## src/sv/assert_macros.svh

```systemverilog
// Assertion macros for the RTL of the first-fit allocator.
// Depends on nothing; the including module must provide clk and arst_n.
`ifndef ASSERT_MACROS_SVH
`define ASSERT_MACROS_SVH

// The consequent must hold in the same cycle as the antecedent.
`define CHK_SAME(lbl, ante, cons) \
	lbl: assert property (@(posedge clk) disable iff (!arst_n) (ante) |-> (cons)) \
		else $error("same-cycle check failed");

// The consequent must hold in the cycle after the antecedent.
`define CHK_NEXT(lbl, ante, cons) \
	lbl: assert property (@(posedge clk) disable iff (!arst_n) (ante) |=> (cons)) \
		else $error("next-cycle check failed");

`endif

```

## src/sv/ffha_pkg.sv

```systemverilog
// Shared types and constants of the first-fit heap allocator.
// Used by the engine, the top level and the testbench; depends on nothing.
package ffha_pkg;

	localparam int ARENA_BYTES_DEF  = 16384;
	localparam int HEADER_BYTES_DEF = 24;
	localparam int MAX_SEGMENTS_DEF = 256;

	// Result status codes.
	localparam logic [1:0] ST_OK     = 2'd0;
	localparam logic [1:0] ST_NOFIT  = 2'd1;
	localparam logic [1:0] ST_BADPTR = 2'd2;
	localparam logic [1:0] ST_FULL   = 2'd3;

	// Command codes.
	localparam logic CMD_ALLOC = 1'b0;
	localparam logic CMD_FREE  = 1'b1;

	typedef struct packed {
		logic        command;
		logic [14:0] req_bytes;
		logic [13:0] release_offset;
	} in_t;

	typedef struct packed {
		logic [1:0]  status;
		logic [13:0] payload_offset;
		logic        was_split;
	} out_t;

endpackage

```

## src/sv/ffha_engine.sv

```systemverilog
// Sequencer of the allocator: scans, splits, merges and compacts the table.
// Depends on ffha_pkg; drives the ports of ffha_seg_mem.
module ffha_engine #(
	parameter int ARENA_BYTES  = ffha_pkg::ARENA_BYTES_DEF,
	parameter int HEADER_BYTES = ffha_pkg::HEADER_BYTES_DEF,
	parameter int MAX_SEGMENTS = ffha_pkg::MAX_SEGMENTS_DEF,
	localparam int AW  = $clog2(ARENA_BYTES + 1),
	localparam int IW  = $clog2(MAX_SEGMENTS),
	localparam int CNW = $clog2(MAX_SEGMENTS + 1),
	localparam int EW  = 2 * AW + 1
) (
	input  logic               clk,
	input  logic               arst_n,
	input  logic               start,
	input  ffha_pkg::in_t      cmd_in,
	output logic               idle,
	output logic               res_valid,
	output ffha_pkg::out_t     res,
	input  logic               res_ack,
	output logic               mem_we,
	output logic [IW-1:0]      mem_waddr,
	output logic [EW-1:0]      mem_wdata,
	output logic [IW-1:0]      mem_raddr,
	input  logic [EW-1:0]      mem_rdata
);

	localparam int CW = ((AW > 15) ? AW : 15) + 2;
	localparam logic [CW-1:0] HDR = CW'(HEADER_BYTES);
	localparam logic [AW-1:0] INIT_SIZE = AW'(ARENA_BYTES - HEADER_BYTES);
	localparam logic [CNW-1:0] CNT_MAX = CNW'(MAX_SEGMENTS);

	localparam logic [3:0] S_INIT     = 4'd0;
	localparam logic [3:0] S_IDLE     = 4'd1;
	localparam logic [3:0] S_SCAN     = 4'd2;
	localparam logic [3:0] S_SPLIT_SH = 4'd3;
	localparam logic [3:0] S_SPLIT_WR = 4'd4;
	localparam logic [3:0] S_F_RDP    = 4'd5;
	localparam logic [3:0] S_F_RDN    = 4'd6;
	localparam logic [3:0] S_F_MRG    = 4'd7;
	localparam logic [3:0] S_COMPACT  = 4'd8;
	localparam logic [3:0] S_RESULT   = 4'd9;

	logic [3:0]     state_q;
	ffha_pkg::in_t  cmd_q;
	logic [CNW-1:0] count_q;
	logic [CNW-1:0] rd_idx_q;
	logic           chk_vld_s1;
	logic [IW-1:0]  chk_idx_s1;
	logic [IW-1:0]  f_q;
	logic [AW-1:0]  cur_start_q, cur_size_q;
	logic [AW-1:0]  prev_start_q, prev_size_q;
	logic           prev_busy_q;
	logic [CNW-1:0] sh_rd_q;
	logic           wr_vld_s1;
	logic [IW-1:0]  wr_addr_s1;
	logic [1:0]     mrg_r_q;
	ffha_pkg::out_t res_q;

	logic [AW-1:0]  rd_start, rd_size;
	logic           rd_busy;
	logic [CW-1:0]  size_x, req_x, start_x;
	logic           alloc_hit, free_hit, hit, scan_end;
	logic           is_exact, is_split;
	logic [13:0]    grant_off;
	logic           mp, mn;
	logic [1:0]     r_c;
	logic [IW-1:0]  lo_c;
	logic [AW-1:0]  m_start;
	logic [CW-1:0]  m_size;
	logic [CW-1:0]  new_start, new_size;
	logic [CNW-1:0] sh_dst;
	logic           sh_issue, cp_issue;

	// Field decode of the read data and match checks.
	always_comb begin
		rd_start  = mem_rdata[AW-1:0];
		rd_size   = mem_rdata[2*AW-1:AW];
		rd_busy   = mem_rdata[EW-1];
		size_x    = CW'(rd_size);
		req_x     = CW'(cmd_q.req_bytes);
		start_x   = CW'(rd_start);
		alloc_hit = !rd_busy && (size_x >= req_x);
		free_hit  = (start_x + HDR) == CW'(cmd_q.release_offset);
		hit       = chk_vld_s1 && ((cmd_q.command == ffha_pkg::CMD_FREE) ? free_hit : alloc_hit);
		scan_end  = !chk_vld_s1 && (rd_idx_q != '0);
		is_exact  = size_x == req_x;
		is_split  = size_x > (req_x + HDR);
		grant_off = 14'(start_x + HDR);
	end

	// Split remainder and merge results.
	always_comb begin
		new_start = CW'(cur_start_q) + HDR + CW'(cmd_q.req_bytes);
		new_size  = CW'(cur_size_q) - CW'(cmd_q.req_bytes) - HDR;
		mp        = (f_q != '0) && !prev_busy_q;
		mn        = ((CNW'(f_q) + CNW'(1)) < count_q) && !rd_busy;
		r_c       = {1'b0, mp} + {1'b0, mn};
		lo_c      = mp ? (f_q - IW'(1)) : f_q;
		m_start   = mp ? prev_start_q : cur_start_q;
		m_size    = CW'(cur_size_q)
			+ (mp ? (CW'(prev_size_q) + HDR) : '0)
			+ (mn ? (CW'(rd_size) + HDR) : '0);
		sh_dst    = sh_rd_q - CNW'(mrg_r_q);
		sh_issue  = sh_rd_q > CNW'(f_q);
		cp_issue  = sh_rd_q < count_q;
	end

	// Memory port control.
	always_comb begin
		mem_we    = 1'b0;
		mem_waddr = wr_addr_s1;
		mem_wdata = mem_rdata;
		mem_raddr = rd_idx_q[IW-1:0];
		unique case (state_q)
			S_INIT: begin
				mem_we    = 1'b1;
				mem_waddr = '0;
				mem_wdata = {1'b0, INIT_SIZE, AW'(0)};
			end
			S_SCAN: begin
				mem_waddr = chk_idx_s1;
				mem_wdata = {1'b1, AW'(cmd_q.req_bytes), rd_start};
				mem_we    = hit && (cmd_q.command == ffha_pkg::CMD_ALLOC)
					&& (is_exact || (is_split && (count_q != CNT_MAX)));
			end
			S_SPLIT_SH, S_COMPACT: begin
				mem_raddr = sh_rd_q[IW-1:0];
				mem_we    = wr_vld_s1;
			end
			S_SPLIT_WR: begin
				mem_we    = 1'b1;
				mem_waddr = f_q + IW'(1);
				mem_wdata = {1'b0, AW'(new_size), AW'(new_start)};
			end
			S_F_RDP: begin
				mem_raddr = f_q - IW'(1);
			end
			S_F_RDN: begin
				mem_raddr = f_q + IW'(1);
			end
			S_F_MRG: begin
				mem_we    = 1'b1;
				mem_waddr = lo_c;
				mem_wdata = {1'b0, AW'(m_size), m_start};
			end
			default: begin
				mem_we = 1'b0;
			end
		endcase
	end

	// Control state machine.
	always_ff @(posedge clk or negedge arst_n) begin
		if (!arst_n) begin
			state_q    <= S_INIT;
			count_q    <= CNW'(1);
			chk_vld_s1 <= 1'b0;
			wr_vld_s1  <= 1'b0;
		end else begin
			unique case (state_q)
				S_INIT: begin
					state_q <= S_IDLE;
				end
				S_IDLE: begin
					if (start) begin
						state_q    <= S_SCAN;
						cmd_q      <= cmd_in;
						rd_idx_q   <= '0;
						chk_vld_s1 <= 1'b0;
					end
				end
				S_SCAN: begin
					chk_vld_s1 <= !hit && (rd_idx_q < count_q);
					chk_idx_s1 <= rd_idx_q[IW-1:0];
					if (rd_idx_q < count_q) begin
						rd_idx_q <= rd_idx_q + CNW'(1);
					end
					if (hit) begin
						f_q         <= chk_idx_s1;
						cur_start_q <= rd_start;
						cur_size_q  <= rd_size;
						if (cmd_q.command == ffha_pkg::CMD_FREE) begin
							if (!rd_busy) begin
								res_q   <= '{status: ffha_pkg::ST_BADPTR, payload_offset: '0,
									was_split: 1'b0};
								state_q <= S_RESULT;
							end else begin
								state_q <= S_F_RDP;
							end
						end else if (is_exact) begin
							res_q   <= '{status: ffha_pkg::ST_OK, payload_offset: grant_off,
								was_split: 1'b0};
							state_q <= S_RESULT;
						end else if (is_split) begin
							if (count_q == CNT_MAX) begin
								res_q   <= '{status: ffha_pkg::ST_FULL, payload_offset: '0,
									was_split: 1'b0};
								state_q <= S_RESULT;
							end else begin
								res_q     <= '{status: ffha_pkg::ST_OK, payload_offset: grant_off,
									was_split: 1'b1};
								sh_rd_q   <= count_q - CNW'(1);
								wr_vld_s1 <= 1'b0;
								state_q   <= S_SPLIT_SH;
							end
						end else begin
							res_q   <= '{status: ffha_pkg::ST_NOFIT, payload_offset: '0,
								was_split: 1'b0};
							state_q <= S_RESULT;
						end
					end else if (scan_end) begin
						res_q   <= '{status: (cmd_q.command == ffha_pkg::CMD_FREE)
							? ffha_pkg::ST_BADPTR : ffha_pkg::ST_NOFIT,
							payload_offset: '0, was_split: 1'b0};
						state_q <= S_RESULT;
					end
				end
				S_SPLIT_SH: begin
					// Move entries up by one, highest first.
					wr_vld_s1  <= sh_issue;
					wr_addr_s1 <= sh_rd_q[IW-1:0] + IW'(1);
					if (sh_issue) begin
						sh_rd_q <= sh_rd_q - CNW'(1);
					end else if (!wr_vld_s1) begin
						state_q <= S_SPLIT_WR;
					end
				end
				S_SPLIT_WR: begin
					count_q <= count_q + CNW'(1);
					state_q <= S_RESULT;
				end
				S_F_RDP: begin
					state_q <= S_F_RDN;
				end
				S_F_RDN: begin
					prev_start_q <= rd_start;
					prev_size_q  <= rd_size;
					prev_busy_q  <= rd_busy;
					state_q      <= S_F_MRG;
				end
				S_F_MRG: begin
					res_q     <= '{status: ffha_pkg::ST_OK, payload_offset: '0, was_split: 1'b0};
					mrg_r_q   <= r_c;
					sh_rd_q   <= CNW'(lo_c) + CNW'(1) + CNW'(r_c);
					wr_vld_s1 <= 1'b0;
					state_q   <= (r_c == 2'd0) ? S_RESULT : S_COMPACT;
				end
				S_COMPACT: begin
					// Close the gap left by merged entries, lowest first.
					wr_vld_s1  <= cp_issue;
					wr_addr_s1 <= sh_dst[IW-1:0];
					if (cp_issue) begin
						sh_rd_q <= sh_rd_q + CNW'(1);
					end else if (!wr_vld_s1) begin
						count_q <= count_q - CNW'(mrg_r_q);
						state_q <= S_RESULT;
					end
				end
				S_RESULT: begin
					if (res_ack) begin
						state_q <= S_IDLE;
					end
				end
				default: begin
					state_q <= S_IDLE;
				end
			endcase
		end
	end

	assign idle      = state_q == S_IDLE;
	assign res_valid = state_q == S_RESULT;
	assign res       = res_q;

endmodule

```

## config.mk

```make
export PLATFORM = sky130hd
export DESIGN_NAME = ffha_engine
export DESIGN_NICKNAME = d
export VERILOG_FILES = /design/src/sv/assert_macros.svh /design/src/sv/ffha_pkg.sv /design/src/sv/ffha_engine.sv
export SDC_FILE = /design/constraint.sdc
export NUM_CORES = 1
export LEC_CHECK = 0
export BUFFER_PORTS_ARGS = -buffer_cell sky130_fd_sc_hd__buf_2
export CAP_MARGIN = 20
export CORE_UTILIZATION = 50
export CTS_CLUSTER_DIAMETER = 30
export DETAILED_ROUTE_END_ITERATION = 7
export GPL_TIMING_DRIVEN = 0
export PLACE_DENSITY = 0.69
export SETUP_SLACK_MARGIN = 0.02
export SLEW_MARGIN = 30
export SYNTH_ARGS = -nofsm -noshare
export SYNTH_HDL_FRONTEND = slang
export SYNTH_SLANG_ARGS = --single-unit
export TNS_END_PERCENT = 20
```

## constraint.sdc

```tcl
create_clock -name clk -period 7.8 [get_ports clk]
set_clock_uncertainty 0.05 [all_clocks]
set_input_delay 1.56 -clock clk [delete_from_list [all_inputs] [get_ports clk]]
set_output_delay 1.56 -clock clk [all_outputs]
set_load 0.1 [all_outputs]
```

Word-level counts from Yosys, hierarchy flattened. Cells that the tools add are included.

Register bits after elaboration: 167. Bits of input ports: 65.

Bitwise operators: 1. Order comparisons: 6. Multiplexer cells: 56. Reduce and logical (&&, ||, !) cells: 38. $add $sub $neg: 24. Eq/ne operators: 29.

Operator list (number): 31-bit one-hot mux with 4 select lines (1); 17-bit two-way mux (7); 9-bit two-way mux (11); 4-bit two-way mux (13); 15-bit adder (3); 15-bit by 5-bit adder with 15-bit output (second input constant) (3); 15-bit two-way mux (3); 4-bit one-hot mux with 9 select lines (1); 9-bit one-hot mux with 2 select lines (2); 9-bit one-hot mux with 4 select lines (1); 17-bit one-hot mux with 2 select lines (1); 15-bit by 5-bit adder with 16-bit output (second input constant) (2); 8-bit one-hot mux with 4 select lines (1); 9-bit by 1-bit adder with 9-bit output (second input constant) (3); 9-bit < comparator (3); 2-bit != test (second input constant) (13); 8-bit one-hot mux with 3 select lines (1); 8-bit by 1-bit adder with 9-bit output (second input constant) (2); 9-bit by 1-bit subtractor with 9-bit output (second input constant) (2); 17-bit by 14-bit equality test with 1-bit output (1); 8-bit by 1-bit adder with 8-bit output (second input constant) (2); 4-bit by 3-bit equality test with 1-bit output (second input constant) (4); 15-bit by 16-bit > comparator with 1-bit output (1); 8-bit one-hot mux with 2 select lines (1); 42 further kinds (72).

Longest topological paths before layout. Gate-level depths: netlist of run 1.

Depth after elaboration: 7. Mapped depth: 22.

Least setup slack after synthesis of run 1. No wires, ideal clock.

Path kind: reg2out. From: reg f_q[0]. To: out mem_wdata[28]. Slack: -49 ps. Cell stages (with the launch flop): 23. Required time: 6190 ps. Buffers on the path: 1. Data arrival time: 6239 ps. Cell sequence: edfxtp_1 ha_1 nand3_1 nor2_1 xnor2_1 inv_1 ha_1 o2111ai_1 a21oi_1 a2bb2oi_1 clkbuf_1 nor2_1 fa_1 ha_1 fa_1 a211oi_1 o21bai_1 a31oi_1 o21ai_0 o41ai_1 xnor2_1 a221oi_1 a21oi_1.

Longest elaborated chain between the ends: 6. Elaborated cells between the ends (all ways): 10. Classes of those cells: add/sub: 3; order compare: 1; mux: 3; reduce/logical: 3.

RTL lines: from (decl) (RTL line ffha_engine.sv:49) `logic [IW-1:0] f_q;`; from (signal assigned) (RTL line ffha_engine.sv:179) `f_q <= chk_idx_s1;`; 8-bit by 1-bit adder with 9-bit output or 8-bit nonzero test (tied branches) (RTL line ffha_engine.sv:96, ffha_engine.sv:95); 9-bit < comparator or 1-bit logical AND (tied branches) (RTL line ffha_engine.sv:96, ffha_engine.sv:95); 1-bit logical AND or 15-bit two-way mux (tied branches) (RTL line ffha_engine.sv:96, ffha_engine.sv:101); 15-bit two-way mux or 15-bit adder (tied branches) (RTL line ffha_engine.sv:102, ffha_engine.sv:101); 15-bit adder (*) (RTL line ffha_engine.sv:102) `+ (mn ? (CW'(rd_size) + HDR) : '0);`; 31-bit one-hot mux with 4 select lines (*) (RTL line ffha_engine.sv:114) `unique case (state_q)`; to (decl) (RTL line ffha_engine.sv:22) `output logic [EW-1:0] mem_wdata,`.

Mark *: on every way between the ends. The rest lies on a longest branch, timed or not.

Final worst setup path of run 1.
From: reg f_q[1]. To: out mem_wdata[28].

Same word-level chain as after synthesis.

==> summary.txt, run 1 <==
Worst setup path
  • Ordered cell list for the critical path: inv_1 -> nor3_1 -> nand3_1 -> xnor2_2 -> inv_1 -> ha_1 -> o2111ai_1 -> a21oi_2 -> a2bb2oi_4 -> clkbuf_4 -> nor2_1 -> fa_1 -> ha_1 -> fa_1 -> a211oi_2 -> o21bai_1 -> a31oi_2 -> o21ai_0 -> o41ai_2 -> xnor2_1 -> a221oi_1 -> a21oi_2 -> buf_8
  • Slowest cell delay on critical path: 0.45 ns
  • Worst r2r src: cmd_q[17]
  • Crit Reg-Reg Endpoint: sh_rd_q[6]
  • Worst setup path end: mem_wdata[28]
  • Crit path from: f_q[1]
  • Reg2Reg Setup Slack: 3.07 ns
  • Crit-path leading delay family: compound AO/OA/AOI/OAI gates
  • Crit Path Class: reg -> out
  • Number of buffers and inverters on the critical path: 4
  • Critical Path Fanout Max: 10
  • Slowest stage cell on the critical path: fa_1
  • Levels on crit path: 23
  • Crit path capture type: primary output
  • Crit path required time: 6.19 ns
  • Startpoint types: flip-flop
  • CP Data Arrival Time: 5.88 ns
  • Worst Reg-to-Reg Cells: 14

Clocking
  • H-tree levels: 4
  • Clk slew on worst S/H paths: 0.08 ns
  • Clk sinks: 167
  • CTS tree: built
  • TritonCTS Buffers: 17
  • CTS root buf: clkbuf_16
  • Clock latency at the later pin of the worst-skew pair: 0.45 ns
  • CTS max path bufs: 2

Die
  • I/O pin cnt: 132
  • FP Rows: 60
  • Die Ht: 167.6 um
  • Die area: 28080 um^2
  • Initial Utilization: 0.5086
  • Chip width: 167.6 um
  • Core Box Area: 26950 um^2

Power
  • Final Total Pwr: 5.463 mW
  • Total leakage power: 6.558 nW
  • Power per Cell Area: 350.0 nW/um^2
  • Worst ir drop on vdd: 0.0004619 V

STA
  • Fin. Hold Viols: 0
  • Fin Setup TNS: 0 ns
  • Relative slew slack: 0.4007
  • Setup violators final: 0
  • Slew at the pin with the worst max-slew slack: 0.8971 ns
  • Final WS setup: 0.3053 ns
  • Tcrit/Tclk final: 0.9609
  • RSZ-0062 raised after global routing: false
  • Fin crit period: 7.495 ns
  • Slew Limit Fails: 0
  • Final hold slack: 0.4458 ns
  • Achievable Freq: 133.4 MHz

Placed design
  • DP Worst Slack: -0.4314 ns
  • Port Buffers: 131
  • Placed cells: 1922
  • Post-DP HPWL: 32.22 mm
  • GP Congestion: 0.9283
  • Dpl cell area: 14870 um^2

Job
  • MaxCap Viol Count: 0

Layout
  • Fin util: 0.5791
  • Area delta synth->final: 13.86%
  • Design Area, Final: 15610 um^2
  • Commonest non-fill, non-tap cells in the layout: ha_1, edfxtp_1, buf_2
  • Ant diodes: 0
  • Share of cells above drive strength 1: 0.1404
  • Multi-input gate area: 8200 um^2
  • # nets final: 1852
  • Commonest non-fill, non-tap cell in the layout: ha_1
  • Fill cell count: 2333
  • Fin cells: 1958
  • Register Area: 4941 um^2

Synth
  • Register bit total from synthesis: 167
  • YS warnings: 0
  • Mapped Nets: 1695
  • Seq/Total Area, Yosys: 0.3605
  • Syn avg cell area: 9.473 um^2
  • Synthesized instance count: 1447
  • Yosys cell types: 80
  • Asr flop ratio synth: 0.08982
  • Post-synth EDFFs: 152
  • Post-synthesis cell area: 13710 um^2
  • Post-synth top flop: edfxtp_1

Detailed routing
  • First-pass detailed-route iteration total: 5
  • Post-route ant nets: 0
  • Drt total wl: 41.76 mm
  • Initial DRC Count: 1113
  • Remaining DRCs: 0
  • Detailed-route wire length per cell: 21.33 um
  • Via Count: 11771
  • Via-per-instance ratio: 6.012

Worst hold path
  • Hold crit path type: reg -> reg

Global routing
  • Initial antenna violation count: 0
  • Total track usage: 0.2994
  • GR Overflow Total: 0
  • Global-route wire length before repair: 63.74 mm
  • Vias in the first global route: 11180
  • Largest net degree at the start of global routing: 39

Run status
  • Outcome: finished clean
[cell usage after synthesis, drive strengths merged (7+ instances only)]
| master | n | area [um^2] |
|---|---|---|
| o21bai | 11 | 82.58 |
| a211oi | 17 | 127.6 |
| xor2 | 41 | 359.1 |
| nor2 | 135 | 506.7 |
| ha | 162 | 2027 |
| dfrtp | 14 | 350.3 |
| nor2b | 16 | 100.1 |
| and3 | 12 | 75.07 |
| edfxtp | 152 | 4564 |
| or3 | 11 | 68.82 |
| inv | 126 | 473.0 |
| nand3 | 44 | 225.2 |
| o21a | 14 | 105.1 |
| o21ai | 62 | 317.8 |
| a21o | 24 | 180.2 |
| a221oi | 14 | 122.6 |
| nand2b | 13 | 81.33 |
| or2 | 10 | 62.56 |
| nand2 | 107 | 401.6 |
| o221ai | 15 | 131.4 |
| buf | 9 | 50.04 |
| a31oi | 10 | 62.56 |
| fa | 21 | 420.4 |
| clkbuf | 37 | 138.9 |
| nand4 | 14 | 93.84 |
| xnor2 | 93 | 814.5 |
| a21oi | 97 | 489.2 |
| nor4 | 14 | 93.84 |
| o31ai | 7 | 52.55 |
| o211ai | 10 | 75.07 |
| nor3 | 47 | 245.2 |
| and2 | 12 | 75.07 |
[report_power, final]
group | switching [mW] | internal [mW]
Sequential | 0.127 | 1.13
Combinational | 2.49 | 0.833
Clock | 0.445 | 0.435
Total | 3.07 | 2.40
[sequential cells by signal, indices dropped and copies added (netlist names), 9 cells and up]
signal and flops:
prev_size_q 15, cur_start_q 15, cur_size_q 15, sh_rd_q 9
res 17, cmd_q 30, rd_idx_q 9, count_q 9
prev_start_q 15
[what timing repair did]
action / CTS / global route
pin swaps: 1 / 1
setup endpoints to repair: 10 / 5
buffers inserted: 3 / 2
hold buffers: 0 / 0
gates resized for setup: 6 / 16
[cells by family (layout without fill, tap and decap cells)]
logic type,Yosys count,after routing,share of synthesized area
mux,7,7,0.005294
compound gates,331,331,0.1591
buf+inv,174,344,0.04884
xor+xnor,138,138,0.09229
fa+ha+maj,183,183,0.1785
flops,167,167,0.3605
simple gates,447,447,0.1555
[worst reg2reg max path, cell delays in order, from the launching register on]
cell and delay (ns):
edfxtp_1 0.51, inv_1 0.17, ha_1 0.30, nor4_1 0.53, nor2b_1 0.23, xnor2_1 0.08
ha_1 0.30, nand4_1 0.11, or2_2 0.30, a211oi_1 0.21, o31ai_1 0.22, nor2_1 0.20
o211ai_1 0.27, o21ba_1 0.28, nor2_1 0.61
[worst min path at each step]
stage / from / endpoint / slack (ns) / cells past startpoint
2_1_floorplan: chk_idx_s1[3] / f_q[3] / 0.37 / 0
3_3_place_gp: chk_idx_s1[0] / f_q[0] / 0.41 / 0
3_5_place_dp: chk_idx_s1[0] / f_q[0] / 0.41 / 0
4_1_cts: chk_idx_s1[0] / f_q[0] / 0.44 / 0
5_1_grt: chk_idx_s1[0] / f_q[0] / 0.45 / 0
6_report: chk_idx_s1[0] / f_q[0] / 0.45 / 0
[routing by layer]
layer,part of all wire,vias up,global-route usage
li1,-,5554,-
met3,0.070,96,0.03427
met4,0.035,0,0.1205
met1,0.42,5622,0.3972
met5,0,-,0
met2,0.47,499,0.4987
[layout make-up]
type	instances	share of cell area
multi-input cells	1106	0.5255
flip-flops and latches	167	0.3166
repair buffers	139	0.04915
inverters	128	0.03079
well taps	341	0.02734
clock buffers	17	0.02726
plain buffers	45	0.01211
clock inverters	15	0.01130
Power figures use the tool's default switching activity.
==> inputs of run 2 (changes only) <==
- RECOVER_POWER: not set -> 100
==> run 2 against run 1 <==
Effect of this change: the run now ends with capacitance limit, slew limit left; non-clock buffer count did not move; die area stayed put; hold slack worse by 0.0039 ns; global-route usage stayed put; fmax shrank 0.30%; power is 0.90% lower; count of clock-buffer cells in the layout unchanged; sequential power barely moved; wire length increased by 0.25%; core utilization fell by 0.75 points; flip-flop and latch count did not move; cell count did not move; highest routed layer unchanged.
==> summary.txt, run 2 (synthesis results as in run 1) <==
Die
  • Die area: 28080 um^2
  • FP Rows: 60
  • Core Box Area: 26950 um^2
  • Initial Utilization: 0.5086
  • I/O pin cnt: 132
  • Die Ht: 167.6 um
  • Chip width: 167.6 um

Placed design
  • DP Worst Slack: -0.4314 ns
  • Post-DP HPWL: 32.22 mm
  • Dpl cell area: 14870 um^2
  • GP Congestion: 0.9283
  • Port Buffers: 131

STA
  • Final hold slack: 0.4419 ns
  • Final WS setup: 0.2824 ns
  • RSZ-0062 raised after global routing: false
  • Setup violators final: 0
  • Slew Limit Fails: 49
  • Fin. Hold Viols: 0
  • Tcrit/Tclk final: 0.9638
  • Achievable Freq: 133.0 MHz
  • Slew at the pin with the worst max-slew slack: 3.017 ns
  • Fin crit period: 7.518 ns
  • Fin Setup TNS: 0 ns
  • Relative slew slack: -1.011

Clocking
  • CTS max path bufs: 2
  • Clock latency at the later pin of the worst-skew pair: 0.45 ns
  • Clk slew on worst S/H paths: 0.08 ns
  • TritonCTS Buffers: 17
  • Hold_buf cts: 0
  • CTS root buf: clkbuf_16
  • Clk sinks: 167
  • CTS tree: built
  • H-tree levels: 4

Global routing
  • Vias in the first global route: 11180
  • Initial antenna violation count: 0
  • Largest net degree at the start of global routing: 39
  • GR Overflow Total: 0
  • Global-route wire length before repair: 63.74 mm
  • Total track usage: 0.2994

Layout
  • Ant diodes: 0
  • Share of cells above drive strength 1: 0.07236
  • Commonest non-fill, non-tap cell in the layout: ha_1
  • Multi-input gate area: 8168 um^2
  • Design Area, Final: 15400 um^2
  • Register Area: 4941 um^2
  • # nets final: 1852
  • Area delta synth->final: 12.39%
  • Number of flip-flops in the largest register: 30
  • Fill cell count: 2397
  • Most flops, register: cmd_q
  • Commonest non-fill, non-tap cells in the layout: ha_1, edfxtp_1, clkbuf_1

Detailed routing
  • Via-per-instance ratio: 5.981
  • Via Count: 11710
  • Initial DRC Count: 1210
  • Remaining DRCs: 0
  • Drt total wl: 41.87 mm
  • Detailed-route wire length per cell: 21.38 um
  • Post-route ant nets: 0
  • First-pass detailed-route iteration total: 8

Worst setup path
  • Crit Path Class: reg -> out
  • Crit path capture type: primary output
  • Reg2Reg Setup Slack: 2.59 ns
  • Worst Reg-to-Reg Cells: 8
  • Ordered cell list for the critical path: ha_2 -> nand3_2 -> nor2_2 -> xnor2_2 -> inv_1 -> ha_1 -> o2111ai_1 -> a21oi_2 -> a2bb2oi_4 -> clkbuf_4 -> nor2_1 -> fa_1 -> ha_1 -> fa_1 -> a211oi_2 -> o21bai_1 -> a31oi_2 -> o21ai_0 -> o41ai_2 -> xnor2_1 -> a221oi_1 -> a21oi_2 -> buf_8
  • Startpoint types: flip-flop
  • Critical Path Fanout Max: 10
  • CP Data Arrival Time: 5.91 ns
  • Worst r2r src: cmd_q[20]
  • Crit path required time: 6.19 ns
  • Worst setup path end: mem_wdata[28]
  • Crit Reg-Reg Endpoint: cur_start_q[10]
  • Crit path from: f_q[0]
  • Slowest stage cell on the critical path: edfxtp_1
  • Slowest cell delay on critical path: 0.46 ns

Power
  • Worst ir drop on vdd: 0.0004511 V
  • Power per Cell Area: 351.4 nW/um^2
  • Final Total Pwr: 5.414 mW
  • Total leakage power: 6.250 nW

Worst hold path
  • Hold crit path type: reg -> reg

Job
  • MaxCap Viol Count: 2

Run status
  • Failing checks: capacitance limit, slew limit
  • Outcome: finished, violations left
-- run 2: through the flow --
step	cells	util
6_report	1958	0.5716
3_3_place_gp	1919	0.5489
5_1_grt	1958	0.5716
2_1_floorplan	1447	-
4_1_cts	1957	0.5760
3_5_place_dp	1922	0.5516
-- run 2: what timing repair did --
action                                  in CTS  in global routing
hold endpoints to repair                     0                  0
endpoints found under the setup margin      10                  5
setup buffers                                3                  2
gates resized for setup                      6                 16
pin swaps                                    1                  1
-- run 2: worst min-delay path by stage --
stage                       start  depth (start not counted)  slack, ns      to
floorplan           chk_idx_s1[3]                          0       0.37  f_q[3]
global placement    chk_idx_s1[0]                          0       0.41  f_q[0]
detailed placement  chk_idx_s1[0]                          0       0.41  f_q[0]
CTS                 chk_idx_s1[0]                          0       0.44  f_q[0]
global route        chk_idx_s1[0]                          0       0.45  f_q[0]
finish              chk_idx_s1[0]                          0       0.44  f_q[0]
-- run 2: worst max-delay path, delay by kind of cell (launching register included) --
kind / cells / cell delay, ns
buf+inv: 3 / 0.57
compound gates: 10 / 2.08
flops: 1 / 0.46
xor+xnor: 2 / 0.29
fa+ha+maj: 5 / 1.64
simple gates: 3 / 0.40
-- run 2: area by class of cell --
class / count / area share
multi-input cells: 1106 / 0.5302
flip-flops and latches: 167 / 0.3207
repair buffers: 139 / 0.03915
inverters: 128 / 0.03119
well taps: 341 / 0.02770
clock buffers: 17 / 0.02762
plain buffers: 45 / 0.01194
clock inverters: 15 / 0.01145
-- run 2: power by group --
part / leakage [nW] / total [mW] / internal [mW] / switching (mW)
clock network: 0.287 / 0.878 / 0.435 / 0.442
logic: 4.39 / 3.28 / 0.781 / 2.50
registers: 1.57 / 1.26 / 1.13 / 0.127
-- run 2: per-layer routing --
layer,track usage,vias up,part of all wire
met3,0.03427,84,0.068
met2,0.4987,511,0.47
met1,0.3972,5565,0.43
met5,0,-,0
met4,0.1205,0,0.035
li1,-,5550,-
==> inputs of run 3 (changes only) <==
- clock period: 7.8 -> 8.2 ns (I/O delays scaled with it)
==> run 3 against run 2 <==
Effect of this change: the run still ends with capacitance limit, slew limit left; count of clock-buffer cells in the layout is the same; sequential share of layout area grew 0.058 points; global-route usage shrank 0.088 points.
==> summary.txt, run 3 (synthesis results as in run 1) <==
Power
  • Switching part of the total power: 0.5669
  • Comb pwr share: 0.602
  • Clock power frac: 0.166
  • Final Total Pwr: 5.165 mW
  • Total leakage power: 6.248 nW
  • Power per Cell Area: 335.9 nW/um^2
  • Flop pwr share: 0.232
  • Net switching power: 2.928 mW
  • Pint: 2.237 mW
  • Worst ir drop on vdd: 0.0003832 V

Clocking
  • Clk slew on worst S/H paths: 0.08 ns
  • CTS root buf: clkbuf_16
  • CTS max path bufs: 2
  • CTS tree: built
  • Clk sinks: 167
  • TritonCTS Buffers: 17
  • H-tree levels: 4
  • Hold_buf cts: 0
  • Clock latency at the later pin of the worst-skew pair: 0.44 ns

Global routing
  • Total track usage: 0.2985
  • Largest net degree at the start of global routing: 39
  • Initial antenna violation count: 1
  • GR Overflow Total: 0
  • Vias in the first global route: 11397
  • Global-route wire length before repair: 63.84 mm

STA
  • RSZ-0062 raised after global routing: false
  • Fin. Hold Viols: 0
  • Relative slew slack: -0.9803
  • Fin crit period: 7.881 ns
  • Setup violators final: 0
  • Slew Limit Fails: 57
  • Fin Setup TNS: 0 ns
  • Achievable Freq: 126.9 MHz
  • Slew at the pin with the worst max-slew slack: 2.970 ns
  • Tcrit/Tclk final: 0.9611

Layout
  • Design Area, Final: 15380 um^2
  • # nets final: 1850
  • Register Area: 4941 um^2
  • Fin util: 0.5706
  • Fin cells: 1956
  • Number of flip-flops in the largest register: 30
  • Commonest non-fill, non-tap cell in the layout: ha_1
  • Multi-input gate area: 8130 um^2
  • Share of cells above drive strength 1: 0.06687
  • Fill cell count: 2395
  • Ant diodes: 0
  • Commonest non-fill, non-tap cells in the layout: ha_1, edfxtp_1, clkbuf_1, nor2_1, inv_1
  • Most flops, register: cmd_q
  • Area delta synth->final: 12.19%

Die
  • Core Box Area: 26950 um^2
  • Initial Utilization: 0.5086
  • Die Ht: 167.6 um
  • Chip width: 167.6 um
  • Die area: 28080 um^2
  • I/O pin cnt: 132
  • FP Rows: 60

Worst setup path
  • Critical Path Fanout Max: 7
  • Crit path capture type: primary output
  • Slowest cell delay on critical path: 0.49 ns
  • Slowest stage cell on the critical path: edfxtp_1
  • Worst setup path end: mem_wdata[28]
  • Startpoint types: flip-flop
  • Reg2Reg Setup Slack: 2.97 ns
  • Worst Reg-to-Reg Cells: 8
  • Crit path required time: 6.51 ns
  • Crit Reg-Reg Endpoint: cur_start_q[10]
  • Crit Path Class: reg -> out
  • Worst r2r src: cmd_q[28]
  • CP Data Arrival Time: 6.19 ns
  • Crit path from: f_q[0]
  • Ordered cell list for the critical path: ha_2 -> nand3_1 -> nor2_1 -> xnor2_2 -> inv_1 -> ha_1 -> o2111ai_1 -> a21oi_1 -> a2bb2oi_4 -> buf_4 -> nor2b_1 -> fa_1 -> ha_1 -> fa_1 -> a211oi_1 -> o21bai_1 -> a31oi_1 -> o21ai_0 -> o41ai_2 -> xnor2_1 -> a221oi_1 -> a21oi_1 -> buf_6

Placed design
  • GP Congestion: 0.9508
  • Placed cells: 1921
  • Post-DP HPWL: 31.94 mm
  • Port Buffers: 131
  • Dpl cell area: 14860 um^2

Detailed routing
  • Via Count: 11813
  • Drt total wl: 41.43 mm
  • Post-route ant nets: 0
  • Initial DRC Count: 1220
  • Via-per-instance ratio: 6.039
  • Remaining DRCs: 0
  • Detailed-route wire length per cell: 21.18 um
  • First-pass detailed-route iteration total: 5

Job
  • MaxCap Viol Count: 2

Run status
  • Outcome: finished, violations left
  • Failing checks: capacitance limit, slew limit

Worst hold path
  • Hold crit path type: reg -> reg
==> run 3: layout make-up <==
type	count	area share
multi-input combinational	1106	0.5287
clock inverter	15	0.01343
tap	341	0.02775
buffer	46	0.01229
timing repair buffer	136	0.03759
inverter	128	0.03125
sequential	167	0.3213
clock buffer	17	0.02766
==> run 3: worst max-delay path, delay by kind of cell, from the launching register on <==
kind | cells | cell delay [ns]
AOI/OAI and AO/OA | 10 | 2.17
DFF | 1 | 0.49
xor gates and xnor gates | 2 | 0.34
adders and majority gates | 5 | 1.74
and+or+nand+nor | 3 | 0.43
buffers and inverters | 3 | 0.56
==> run 3: how the worst min path moves through the flow <==
stage / end / cells past startpoint / start / slack [ns]
3_5_place_dp: f_q[5] / 0 / chk_idx_s1[5] / 0.42
5_1_grt: f_q[5] / 0 / chk_idx_s1[5] / 0.47
2_1_floorplan: f_q[3] / 0 / chk_idx_s1[3] / 0.37
4_1_cts: f_q[5] / 0 / chk_idx_s1[5] / 0.44
3_3_place_gp: f_q[6] / 0 / chk_idx_s1[6] / 0.41
6_report: f_q[5] / 0 / chk_idx_s1[5] / 0.45
==> run 3: repair_timing <==
item                                    in CTS  in global routing
setup buffers                                3                  0
pin swaps                                    1                  1
endpoints found under the hold margin        0                  0
resized for setup                            4                  7
endpoints found under the setup margin       7                  2
==> run 3: power groups by stage <==
| stage | Sequential (mW) | Clock, mW | Combinational (mW) |
|---|---|---|---|
| 2_1_floorplan | 1.24 | 0 | 2.39 |
| 3_3_place_gp | 1.21 | 0 | 3.05 |
| 3_5_place_dp | 1.21 | 0 | 3.10 |
| 4_1_cts | 1.19 | 0.861 | 3.12 |
| 5_1_grt | 1.21 | 0.893 | 3.31 |
| 6_report | 1.20 | 0.860 | 3.11 |
==> run 3: metal layers <==
layer / global-route usage / share of wire / up-vias
li1: - / - / 5562
met1: 0.3978 / 0.42 / 5591
met2: 0.4875 / 0.46 / 566
met3: 0.05129 / 0.086 / 92
met4: 0.1077 / 0.034 / 2
met5: 0 / 0.00029 / -
==> run 3: metrics by stage <==
| step | hold WS [ns] | setup WS [ns] |
|---|---|---|
| 6_report | 0.4501 | 0.3186 |
| 5_1_grt | 0.4676 | 0.01812 |
| 4_1_cts | 0.4406 | 0.1295 |
| 3_5_place_dp | 0.4156 | -0.2119 |
| 3_3_place_gp | 0.4126 | -0.4670 |
| 2_1_floorplan | 0.3708 | 0.2711 |
